## src/rtl/register_machine_executor_assert.svh

```systemverilog
// Assertion macros for the register machine executor controller
`ifndef REGISTER_MACHINE_EXECUTOR_ASSERT_SVH
`define REGISTER_MACHINE_EXECUTOR_ASSERT_SVH

// Implication checked on every rising clock edge outside reset
`define RME_ASSERT_IMP(label, clk, rst, cond, prop, msg) \
   label: assert property (@(posedge clk) disable iff (rst) (cond) |-> (prop)) \
      else $error(msg);

// Implication checked in the cycle after the trigger
`define RME_ASSERT_NEXT(label, clk, rst, cond, prop, msg) \
   label: assert property (@(posedge clk) disable iff (rst) (cond) |=> (prop)) \
      else $error(msg);

`endif

```

## src/rtl/rme_pkg.sv

```systemverilog
// Package: opcodes, status codes, controller states and command/status structs
`timescale 1ns / 1ps
package rme_pkg;

   typedef enum logic [4:0] {
      OP_LI    = 5'd0,
      OP_LIL   = 5'd1,
      OP_LIH   = 5'd2,
      OP_LOAD  = 5'd3,
      OP_STORE = 5'd4,
      OP_ADD   = 5'd5,
      OP_SUB   = 5'd6,
      OP_MUL   = 5'd7,
      OP_DIV   = 5'd8,
      OP_CMP   = 5'd9,
      OP_JMP   = 5'd10,
      OP_JE    = 5'd11,
      OP_JNE   = 5'd12,
      OP_JG    = 5'd13,
      OP_JL    = 5'd14,
      OP_JGE   = 5'd15,
      OP_JLE   = 5'd16,
      OP_PRINT = 5'd17
   } opcode_type;

   localparam logic [1:0] ST_OK    = 2'd0;
   localparam logic [1:0] ST_DIV0  = 2'd1;
   localparam logic [1:0] ST_BADOP = 2'd2;
   localparam logic [1:0] ST_RANGE = 2'd3;

   localparam int DataWidth = 32;

   typedef enum logic [2:0] {
      S_IDLE,
      S_READ,
      S_EXEC,
      S_DIV,
      S_WRITE,
      S_OUT
   } state_type;

   // Controller to datapath
   typedef struct packed {
      logic capture;    // latch request beat, start register/memory reads
      logic exec;       // evaluate instruction on read operands
      logic div_start;  // load divider
      logic commit;     // write back state and result
      logic rsp_taken;  // result beat accepted
   } cmd_type;

   // Datapath to controller
   typedef struct packed {
      logic need_div;   // instruction is a valid division
      logic div_busy;
   } sts_type;

endpackage

```

## src/rtl/rme_control.sv

```systemverilog
// Controller: sequences capture, operand read, execute, divide, commit and response
`timescale 1ns / 1ps
module rme_control
   import rme_pkg::*;
(
   input  logic    clock,
   input  logic    reset,
   input  logic    req_valid,
   output logic    req_ready,
   output logic    rsp_valid,
   input  logic    rsp_ready,
   output cmd_type cmd,
   input  sts_type sts
);
   state_type state_ff, state_in;
   logic      div_wait_ff, div_wait_in;

   always_ff @(posedge clock) begin
      if (reset) begin
         state_ff    <= S_IDLE;
         div_wait_ff <= 1'b0;
      end else begin
         state_ff    <= state_in;
         div_wait_ff <= div_wait_in;
      end
   end

   // Next state
   always_comb begin
      state_in    = state_ff;
      div_wait_in = div_wait_ff;
      case (state_ff)
         S_IDLE: if (req_valid) state_in = S_READ;
         S_READ: state_in = S_EXEC;
         S_EXEC: state_in = S_DIV;
         S_DIV: begin
            if (!sts.need_div) state_in = S_WRITE;
            else if (!div_wait_ff) div_wait_in = 1'b1;
            else if (!sts.div_busy) begin
               div_wait_in = 1'b0;
               state_in    = S_WRITE;
            end
         end
         S_WRITE: begin
            if (!sts.need_div || !div_wait_ff) state_in = S_OUT;
         end
         S_OUT: if (rsp_ready) state_in = S_IDLE;
         default: state_in = S_IDLE;
      endcase
   end

   // Outputs
   always_comb begin
      cmd           = '0;
      req_ready     = 1'b0;
      rsp_valid     = 1'b0;
      case (state_ff)
         S_IDLE: begin
            req_ready   = 1'b1;
            cmd.capture = req_valid;
         end
         S_EXEC:  cmd.exec = 1'b1;
         S_DIV:   cmd.div_start = sts.need_div && !div_wait_ff;
         S_WRITE: cmd.commit = 1'b1;
         S_OUT: begin
            rsp_valid     = 1'b1;
            cmd.rsp_taken = rsp_ready;
         end
         default: ;
      endcase
   end

   `include "register_machine_executor_assert.svh"

   `RME_ASSERT_IMP(a_ready_idle, clock, reset, req_ready, !rsp_valid, "ready while result pending")
   `RME_ASSERT_NEXT(a_commit_out, clock, reset, cmd.commit, rsp_valid, "commit not followed by result")
   `RME_ASSERT_IMP(a_one_cmd, clock, reset, 1'b1, $onehot0({cmd.capture, cmd.exec, cmd.div_start, cmd.commit}), "overlapping commands")

endmodule

```

## config.mk

```make
export PLATFORM = sky130hd
export DESIGN_NAME = rme_control
export DESIGN_NICKNAME = d
export VERILOG_FILES = /design/src/rtl/rme_pkg.sv /design/src/rtl/rme_control.sv
export VERILOG_INCLUDE_DIRS = /design/src /design/src/rtl
export SDC_FILE = /design/constraint.sdc
export NUM_CORES = 1
export LEC_CHECK = 0
export ABC_AREA = 1
export BUFFER_PORTS_ARGS = -buffer_cell sky130_fd_sc_hd__buf_2
export CORE_AREA = 2 2 39 41
export DETAILED_ROUTE_END_ITERATION = 8
export DIE_AREA = 0 0 41 43
export PLACE_DENSITY_LB_ADDON = 0.2
export SKIP_LAST_GASP = 1
export SLEW_MARGIN = 20
export SYNTH_ARGS = -nofsm -noshare
export SYNTH_HDL_FRONTEND = slang
export SYNTH_SLANG_ARGS = --single-unit
```

## constraint.sdc

```tcl
create_clock -name clock -period 2.08 [get_ports clock]
set_input_delay 0.416 -clock clock [delete_from_list [all_inputs] [get_ports clock]]
set_output_delay 0.416 -clock clock [all_outputs]
set_load 0.02 [all_outputs]
```

==> run_results.csv <==
group,metric,value,unit
logic_synthesis,synth_simple_gate_area_frac,0.443,
final_layout,drive_above_1_share,0.302,
drt,wl_met2,264,um
cts,cts_hold_buf,0,
logic_synthesis,synthAdderAreaFrac,0,
placement,dp_cells,76,
floorplanning,die_area,1760,um2
drt,routed.top_layer,"met3",
cts,cts_setup_buffers,0,
final_layout,area_growth,32.3,%
pwr,vdd_drop_max,464,uV
worst_setup_path,r2r_cells,7,
timing,max_freq,0.570,GHz
final_layout,n_antenna_cell,0,
worst_setup_path,crit_buf_inv,2,
timing,relSlewSlack,0.795,
cts,clockBufferDepth,2,
floorplanning,fp.dieW,41,um
timing,finClkSkew,0.000869,ns
cts,clock_sinks,4,
worst_setup_path,r2r_end,"state_ff[0]",
cts,root_buffer,"clkbuf_4",
timing,period_share,0.843,
cts,clkTransAtPathRegs,0.04,ns
floorplanning,fp.coreArea,1380,um2
logic_synthesis,muxShareOfSynthArea,0,
cts,htreeDepth,1,
drt,drtPass1Iterations,4,
placement,gp_congestion,0.670,
logic_synthesis,synth_top_family_by_area,"simple AND/OR/NAND/NOR gates",
worst_setup_path,crit_end,"cmd[2]",
worst_setup_path,path_cells,"nand2_2, nor2_4, nand2_1, or2_1, inv_1, buf_2",
pwr,powerDensity,844,nW/um2
logic_synthesis,yosys_warnings,0,
global_routing,antenna_found_initial,0,
drt,drt_iter0_drc,8,
logic_synthesis,synthXorXnorAreaFrac,0,
worst_setup_path,worstSetupEndpointType,"output pin",
worst_setup_path,startpoint,"state_ff[0]",
logic_synthesis,synth_top_cell_by_area,"dfxtp_1",
logic_synthesis,synth_top_area_share,0.272,
final_layout,final_cell_mix,"12 x inv_1, 12 x buf_2, 9 x nand2_1",
worst_setup_path,r2r_setup_slack,0.83,ns
timing,rsz0062_at_grt,"no",
logic_synthesis,ys_seq_area_frac,0.272,
worst_setup_path,crit_slowest_cell,"dfxtp_1",
global_routing,gr-total-overflow,0,
timing,tns,0,ns
floorplanning,io_pins,13,
final_layout,nets,71,
timing,setup_viol,0,
final_layout,fin_util,0.281,
worst_setup_path,slowest_delay,0.43,ns
floorplanning,start_util,0.212,
worst_setup_path,worstPathMaxFanout,6,
drt,wire_per_inst,7.77,um
final_layout,finalNonFillerCells,79,
timing,final_max_slew_viol_count,0,
logic_synthesis,ys_ff_latch,4,
drt,drt-total-wl,614,um
worst_setup_path,arrival,1.34,ns
logic_synthesis,synthCells,49,
status,status,"complete, no violations",
global_routing,grt_max_degree,9,
cts,ctsResizeCount,0,
worst_setup_path,critPathKind,"flop to output pin",
timing,final.min_clock_period,1.75,ns
worst_setup_path,rr_startpoint,"state_ff[2]",
pwr,power,0.328,mW
logic_synthesis,syn_area,294,um2
placement,place_area,367,um2
logic_synthesis,syn-num-nets,55,
logic_synthesis,synth_compound_area_frac,0.106,
pwr,p_leak,0.229,nW
worst_setup_path,cp_top_family,"simple AND/OR/NAND/NOR gates",
worst_setup_path,critPathLaunchType,"flop",
worst_setup_path,cp.required,1.66,ns
drt,viasPerCell,4.14,
global_routing,grt_use_total,0.0853,
cts,insertion_delay,0.23,ns
logic_synthesis,syn_area_per_cell,6.00,um2
logic_synthesis,synthDistinctLibCells,17,
floorplanning,num_rows,14,
timing,tightest_slew,0.307,ns
placement,hpwl,500,um
logic_synthesis,synth_area_leaders,"dfxtp_1 27%, inv_1 15%, nand2_1 11%",
timing,hold_viol_final,0,
drt,antenna_left,0,
drt,wl_met1,307,um
global_routing,grt_pass1_vias,246,
drt,remaining_drc_errors,0,
worst_setup_path,cp_num_cells,6,
final_layout,fin_area,389,um2
drt,num_vias,327,
hold_path,hp-class,"input pin to flop",
drt,met3WireLength,43,um
floorplanning,die_y,43,um
cts,cts_buffers,3,
global_routing,grt_pass1_wl,938,um
cts,cts_tree,"yes",
flow_run,drv_cap,0,
placement,port-buffer-count,12,
## metal layers
layer,GRT usage,vias to the layer above
li1,-,182
met1,0.103,137
met3,0.0785,0
met5,0,-
met2,0.100,8
met4,0.0400,0
## worst register-to-register path, cell delays in order (launching register included)
cell and delay, ns:
dfxtp_1 0.49, inv_1 0.15, nand3_1 0.13, inv_1 0.05
nor2_1 0.14, nand3_1 0.09, nand2_1 0.06, nor2_1 0.03
## area by class of cell
type | count | area [um2]
Sequential cell | 4 | 80.1
Tap cell | 16 | 20.0
Clock buffer | 3 | 22.5
Fill cell | 167 | 995
Inverter | 12 | 45.0
Multi-Input combinational cell | 32 | 161
Timing Repair Buffer | 12 | 60.1
## through the flow
| stage | hold WS, ns | setup slack [ns] |
|---|---|---|
| finish | 0.390 | 0.326 |
| global route | 0.389 | 0.184 |
| CTS | 0.386 | 0.311 |
| detailed placement | 0.485 | 0.565 |
| global placement | 0.493 | 0.570 |
| floorplan | 0.454 | 0.442 |
## cell usage after synthesis
library cell	count
nand3_1	3
nand3_2	1
nor3_1	2
or2_1	1
nor2_1	5
dfxtp_1	4
nor2_2	1
nor4_1	1
a21oi_1	3
nand2_1	9
a31oi_1	1
inv_1	12
nor2_4	1
nand2_2	1
o21ai_0	2
nand4_1	1
buf_4	1
## registers in the layout (all words and copies together), names as in the netlist
signal / flops
state_ff: 3
div_wait_ff: 1
## cell families after synthesis
kind of cell / count (synthesis)
and+or+nand+nor: 26
buffers and inverters: 13
AOI/OAI and AO/OA: 6
DFF: 4
## how the worst min path moves through the flow
| stage | start | end | slack, ns | depth (start not counted) |
|---|---|---|---|---|
| floorplan | div_wait_ff | div_wait_ff | 0.45 | 2 |
| global route | reset | state_ff[1] | 0.39 | 2 |
| detailed placement | div_wait_ff | div_wait_ff | 0.49 | 2 |
| global placement | div_wait_ff | div_wait_ff | 0.49 | 2 |
| CTS | reset | div_wait_ff | 0.39 | 2 |
| finish | reset | div_wait_ff | 0.39 | 2 |
## power breakdown
part | switching, mW | total, mW | leakage, nW | internal (mW)
Clock | 0.0290 | 0.0934 | 0.0138 | 0.0644
Sequential | 0.0202 | 0.110 | 0.0329 | 0.0896
Combinational | 0.0811 | 0.125 | 0.183 | 0.0441
Total | 0.130 | 0.328 | 0.229 | 0.198
(Power assumes the default switching activity.)
